File: src/rtl/masked_event_ring_queue_top_defines.svh
`ifndef MASKED_EVENT_RING_QUEUE_TOP_DEFINES_SVH
`define MASKED_EVENT_RING_QUEUE_TOP_DEFINES_SVH

// same-cycle implication
`define EMRQ_ASSERT_NOW(lbl, ante, cons, msg) \
    lbl: assert property (@(posedge aclk) disable iff (!aresetn) (ante) |-> (cons)) \
        else $error(msg);

// next-cycle implication
`define EMRQ_ASSERT_NEXT(lbl, ante, cons, msg) \
    lbl: assert property (@(posedge aclk) disable iff (!aresetn) (ante) |=> (cons)) \
        else $error(msg);

`endif

File: src/rtl/emrq_pkg.sv
`default_nettype none
package emrq_pkg;

    localparam int QUEUE_DEPTH_DEF = 128;
    localparam int NUM_TYPES_DEF   = 32;
    localparam int MAX_REQUEST_DEF = 16;
    localparam int DATA_WIDTH_DEF  = 32;

    localparam int TYPE_W  = 5;
    localparam int FDATA_W = 32;
    localparam int MASK_W  = 32;
    localparam int REQ_W   = 5;
    localparam int CNT_W   = 5;

    typedef enum logic [1:0] {
        CMD_ADD   = 2'd0,
        CMD_PEEK  = 2'd1,
        CMD_GET   = 2'd2,
        CMD_CLEAR = 2'd3
    } cmd_t;

    typedef enum logic [3:0] {
        OP_HOLD  = 4'b0001,
        OP_ROT   = 4'b0010,
        OP_SHIFT = 4'b0100,
        OP_ADD   = 4'b1000
    } cell_op_t;

    typedef struct packed {
        cell_op_t op;
    } cell_ctl_t;

    typedef enum logic [2:0] {
        ST_IDLE = 3'b001,
        ST_SCAN = 3'b010,
        ST_STAT = 3'b100
    } state_t;

endpackage
`default_nettype wire

File: src/rtl/emrq_cell.sv
`default_nettype none
module emrq_cell #(
    parameter int W   = 37,
    parameter int CW  = 7,
    parameter int IDX = 0
) (
    input  wire logic               aclk,
    input  wire emrq_pkg::cell_ctl_t ctl,
    input  wire logic [CW-1:0]      cnt,
    input  wire logic [W-1:0]       right_d,
    input  wire logic [W-1:0]       head_d,
    input  wire logic [W-1:0]       new_d,
    output logic      [W-1:0]       q
);
    localparam logic [CW-1:0] MY_IDX = CW'(IDX);

    logic [W-1:0]  q_reg;
    logic [W-1:0]  q_next;
    logic [CW-1:0] cnt_m1;

    assign cnt_m1 = cnt - CW'(1);

    always_comb begin
        q_next = q_reg;
        case (ctl.op)
            emrq_pkg::OP_ROT: begin
                if (MY_IDX == cnt_m1) begin
                    q_next = head_d;
                end else if (MY_IDX < cnt_m1) begin
                    q_next = right_d;
                end
            end
            emrq_pkg::OP_SHIFT: q_next = right_d;
            emrq_pkg::OP_ADD: begin
                if (MY_IDX == cnt) begin
                    q_next = new_d;
                end
            end
            default: q_next = q_reg;
        endcase
    end

    always_ff @(posedge aclk) begin
        q_reg <= q_next;
    end

    assign q = q_reg;
endmodule
`default_nettype wire

File: config.mk
export PLATFORM = sky130hd
export DESIGN_NAME = emrq_cell
export DESIGN_NICKNAME = d
export VERILOG_FILES = /design/src/rtl/masked_event_ring_queue_top_defines.svh /design/src/rtl/emrq_pkg.sv /design/src/rtl/emrq_cell.sv
export SDC_FILE = /design/constraint.sdc
export NUM_CORES = 1
export LEC_CHECK = 0
export BUFFER_PORTS_ARGS = -buffer_cell sky130_fd_sc_hd__buf_2
export CAP_MARGIN = 20
export CELL_PAD_IN_SITES_DETAIL_PLACEMENT = 0
export CELL_PAD_IN_SITES_GLOBAL_PLACEMENT = 1
export CORE_UTILIZATION = 29
export CTS_CLUSTER_SIZE = 20
export DETAILED_ROUTE_END_ITERATION = 10
export PLACE_DENSITY = 0.91
export SETUP_SLACK_MARGIN = 0.02
export SYNTH_ARGS = -nofsm -noshare
export SYNTH_HDL_FRONTEND = slang
export SYNTH_SLANG_ARGS = --single-unit
File: constraint.sdc
create_clock -name aclk -period 5.85 [get_ports aclk]
set_input_delay 0.2925 -clock aclk [delete_from_list [all_inputs] [get_ports aclk]]
set_output_delay 0.2925 -clock aclk [all_outputs]
set_load 0.01 [all_outputs]
# After elaboration in Yosys (flattened, before gate mapping)
# Index checks and enable logic that the tools add are counted.
# W data, S select, Z words.
[word_totals]
output_inout_bits = 37
register_bits = 37
input_bits = 123
[op_classes]
n_mux = 4
magnitude_cmp = 1
reduce_logical = 4
n_addsub = 1
eq_ne = 5
[ops]
columns = ["op", "count"]
rows = [
  ["$mux W37", 3],
  ["$pmux W37 S3", 1],
  ["$logic_not A7 Y1", 2],
  ["$lt A1 B7 Y1 const A", 1],
  ["$sub A7 B1 Y7 const B", 1],
  ["$eq A4 B2 Y1 const B", 1],
  ["$eq A4 B3 Y1 const B", 1],
  ["$eq A4 B4 Y1 const B", 1],
  ["$ne A3 B3 Y1 const B", 1],
  ["$reduce_and A3 Y1", 1],
  ["$reduce_bool A3 Y1", 1],
  ["$ne A2 B2 Y1 const B", 1],
]

# Logic depth before layout (Yosys ltp)
[logic_depth]
ltp_word = 5
depth_mapped = 8
depth_no_buf = 7

# Worst setup path after synthesis
# Ideal clock, no wire load.
[synth_path]
path_kind = "in2reg"
from = "input port ctl[2] (netlist bit)"
to = "register q_reg[0] (netlist: q[0]), enable pin"
path_buffers = 0
t_arrival_ps = 3945
path_stages = 5
path_slack_ps = 1417
path_cell_list = "nand2b_1 -> or4b_1 -> o21ai_0 -> o21ai_0 -> a211oi_1"
[synth_via]
elab_chain_len = 3
word_cells_on_any_way = 7
[synth_rtl]
columns = ["item", "line_no", "source"]
rows = [
  ["from (decl)", "emrq_cell.sv:8", "input wire emrq_pkg::cell_ctl_t ctl,"],
  ["$eq A4 B2 Y1 (tied with other cells)", "emrq_cell.sv:25", "case (ctl.op)"],
  ["$ne A3 B3 Y1 (no source line) (tied with other cells)", "--", ""],
  ["$reduce_and A3 Y1 (no source line) (*)", "--", ""],
  ["to (signal assigned)", "emrq_cell.sv:44", "q_reg <= q_next;"],
  ["to (decl)", "emrq_cell.sv:17", "logic [W-1:0] q_reg;"],
]
# Every way passes the cells marked *; elsewhere a longest branch is shown, timed or not.
# A chain may end at the register's enable or synchronous reset.

# Final worst setup path
[layout_path]
from = "input port cnt[0]"
to = "register q_reg[21] (netlist: q[21]), data pin"
[layout_via]
elab_chain_len = 4
[layout_rtl]
columns = ["item", "line_no", "source"]
rows = [
  ["from (decl)", "emrq_cell.sv:9", "input wire logic [CW-1:0] cnt,"],
  ["$sub A7 B1 Y7", "emrq_cell.sv:21", "assign cnt_m1 = cnt - CW'(1);"],
  ["$logic_not A7 Y1", "emrq_cell.sv:27", "if (MY_IDX == cnt_m1) begin"],
  ["$mux W37", "emrq_cell.sv:27", ""],
  ["$pmux W37 S3", "emrq_cell.sv:25", ""],
  ["named net q_next[21]", "emrq_cell.sv:18", "logic [W-1:0] q_next;"],
]
# The timed path passes the listed nets, and every way through them passes these cells.

==> impl_metrics.env <==
export IMPL_run_status="finished clean"
export IMPL_num_vias=1972
export IMPL_port_buffers=159
export IMPL_fin_util_pct=44.6
export IMPL_grtUsageTotal_pct=15.5
export IMPL_die_h_um=86.9
export IMPL_p_leak_nw=1.36
export IMPL_antenna_found_initial=0
export IMPL_finalCritPeriodShare_pct=47.0
export IMPL_tns_ns=0
export IMPL_p_int_w=0.000465
export IMPL_layout_commonest_cell="buf_2"
export IMPL_tritoncts="yes"
export IMPL_cts_hold_buf=0
export IMPL_synthToLayoutAreaGrowth_pct=46.7
export IMPL_dr_pass1_iters=4
export IMPL_overflow=0
export IMPL_layout_nets=444
export IMPL_fillers=664
export IMPL_clock_sinks=37
export IMPL_vdd_drop_max_uv=67.3
export IMPL_fin_cells=415
export IMPL_end_kind="flip-flop"
export IMPL_crit_slowest_cell="nor4_4"
export IMPL_drive_gt1_share_pct=55.5
export IMPL_crit_type="in -> reg"
export IMPL_syn_nets=285
export IMPL_post_cts_resized=0
export IMPL_power_w=0.000621
export IMPL_avgSynthCellArea_um2=13.1
export IMPL_synth_ff_type="edfxtp_1"
export IMPL_pwr_share_comb_pct=20.0
export IMPL_cts_buffer_depth=2
export IMPL_io_pins=160
export IMPL_slowest_delay_ns=0.85
export IMPL_p_per_area_nw_per_um2=203
export IMPL_multiInputGateArea_um2=910
export IMPL_dieArea_um2=7540
export IMPL_placed_area_um2=2980
export IMPL_die_w_um=86.9
export IMPL_drtIter0Drc=79
export IMPL_switching_share_pct=25.1
export IMPL_synth_seq_cells=37
export IMPL_n_antenna_cell=0
export IMPL_num_rows=30
export IMPL_start_kind="input pin"
export IMPL_critPathMaxFanout=20
export IMPL_clock_root_buffer="clkbuf_8"
export IMPL_post_place_cells=407
export IMPL_grt_pass1_wl_mm=8.96
export IMPL_crit_chain="buf_2 -> inv_1 -> ha_1 -> or2_1 -> o32a_1 -> and2_4 -> nor4_4 -> buf_4 -> a221o_1"
export IMPL_seq_area_frac_synth_pct=53.2
export IMPL_grt_max_degree=38
export IMPL_worstMarginPinSlew_ns=1.00
export IMPL_p_switching_w=0.000156
export IMPL_achievable_frequency_mhz=363
export IMPL_postCtsSetupBuffers=0
export IMPL_coreArea_um2=6870
export IMPL_synthCells=159
export IMPL_maxSlewViolCount=0
export IMPL_largest_reg_flops=37
export IMPL_grt_pass1_vias=1913
export IMPL_critical_path_arrival_ns=2.90
export IMPL_clk_pin_slew_ns=0.08
export IMPL_antenna_left=0
export IMPL_critPathRequiredTime_ns=6.00
export IMPL_vias_per_cell=4.75
export IMPL_numCtsBuffers=5
export IMPL_gp_congestion=0.786
export IMPL_pwr_share_seq_pct=51.7
export IMPL_yosysWarnings=0
export IMPL_finalHoldViolCount=0
export IMPL_avgRoutedWirePerCell_um=14.4
export IMPL_rsz0062_at_grt="no"
export IMPL_clkPwrFrac_pct=28.3
export IMPL_finalSetupViolCount=0
export IMPL_seq_area_um2=1110
export IMPL_hold_class="in -> reg"
export IMPL_synth_edf_count=37
export IMPL_syn_area_um2=2090
export IMPL_htreeDepth=2
export IMPL_final_area_um2=3060
export IMPL_post_route_min_period_ns=2.75
export IMPL_hpwl_mm=4.64
export IMPL_slew_headroom_pct=32.9
export IMPL_wl_mm=5.99
export IMPL_maxCapViolations=0
export IMPL_layout_common_cells="buf_2 (159), and2_1 (37), a221o_1 (37), edfxtp_1 (37), clkbuf_8 (5)"
export IMPL_async_reset_ff_share_pct=0
export IMPL_synth_distinct_cells=29
export IMPL_initial_core_util_pct=30.4
export IMPL_drc=0
==> power groups by stage <==
stage | Combinational (W) | Sequential [W] | Clock, W
after CTS | 0.000126 | 0.000321 | 0.000185
after detailed placement | 0.000126 | 0.000327 | 0
after global placement | 0.000123 | 0.000327 | 0
after floorplan | 0.0000420 | 0.000340 | 0
after global routing | 0.000137 | 0.000323 | 0.000197
final | 0.000124 | 0.000321 | 0.000176
==> area by class of cell <==
cell class                 count  share of cell area (%)
sequential                    37                    36.3
clock inverter                 3                   0.572
timing repair buffer         162                    26.9
clock buffer                   5                    2.25
inverter                       3                   0.367
multi-input combinational    109                    29.7
tap                           96                    3.92
==> stage by stage <==
step / hold slack (ns) / worst slack [ns]
6_report: 0.298 / 3.10
5_1_grt: 0.280 / 2.88
4_1_cts: 0.288 / 2.99
3_5_place_dp: 0.596 / 2.69
3_3_place_gp: 0.593 / 2.85
2_1_floorplan: 0.507 / 1.42
==> Yosys cell counts, types with 2 or more instances <==
cell | count | share of area (%)
clkbuf_1 | 4 | 0.72
ha_1 | 3 | 1.8
a221o_1 | 37 | 18
edfxtp_1 | 37 | 53
buf_6 | 6 | 3.2
nand2b_1 | 2 | 0.60
or3_1 | 3 | 0.90
nor3_1 | 2 | 0.48
o21ai_0 | 4 | 0.96
nor2_1 | 4 | 0.72
inv_1 | 3 | 0.54
and2_1 | 37 | 11
==> critical path, delay by kind of cell <==
kind / cells / cell delay (ns)
adder cells (fa/ha/maj): 1 / 0.24
AND/OR/NAND/NOR: 3 / 1.25
AO/OA/AOI/OAI: 2 / 0.51
buffers and inverters: 3 / 0.60
==> worst paths after layout <==
path      start  endpoint  slack [ns]  cells after the start
min   head_d[7]      q[7]        0.30                      2
max      cnt[0]     q[21]        3.10                      9
==> metal layers <==
metal | vias up | track usage, % | wire, µm
met5 | - | 0 | 0
met4 | 0 | 6.06 | 78
met3 | 6 | 3.32 | 464
met2 | 98 | 28.8 | 3040
met1 | 900 | 17.0 | 2410
li1 | 968 | - | -
==> logic make-up (layout without fill, tap and decap cells) <==
group | count (synthesis) | in the layout | synth area share, %
AO/OA/AOI/OAI | 47 | 47 | 22.1
adder cells (fa/ha/maj) | 3 | 3 | 1.80
buffers and inverters | 13 | 173 | 4.49
flip-flops | 37 | 37 | 53.2
AND/OR/NAND/NOR | 59 | 59 | 18.4
(Power assumes the default switching activity.)
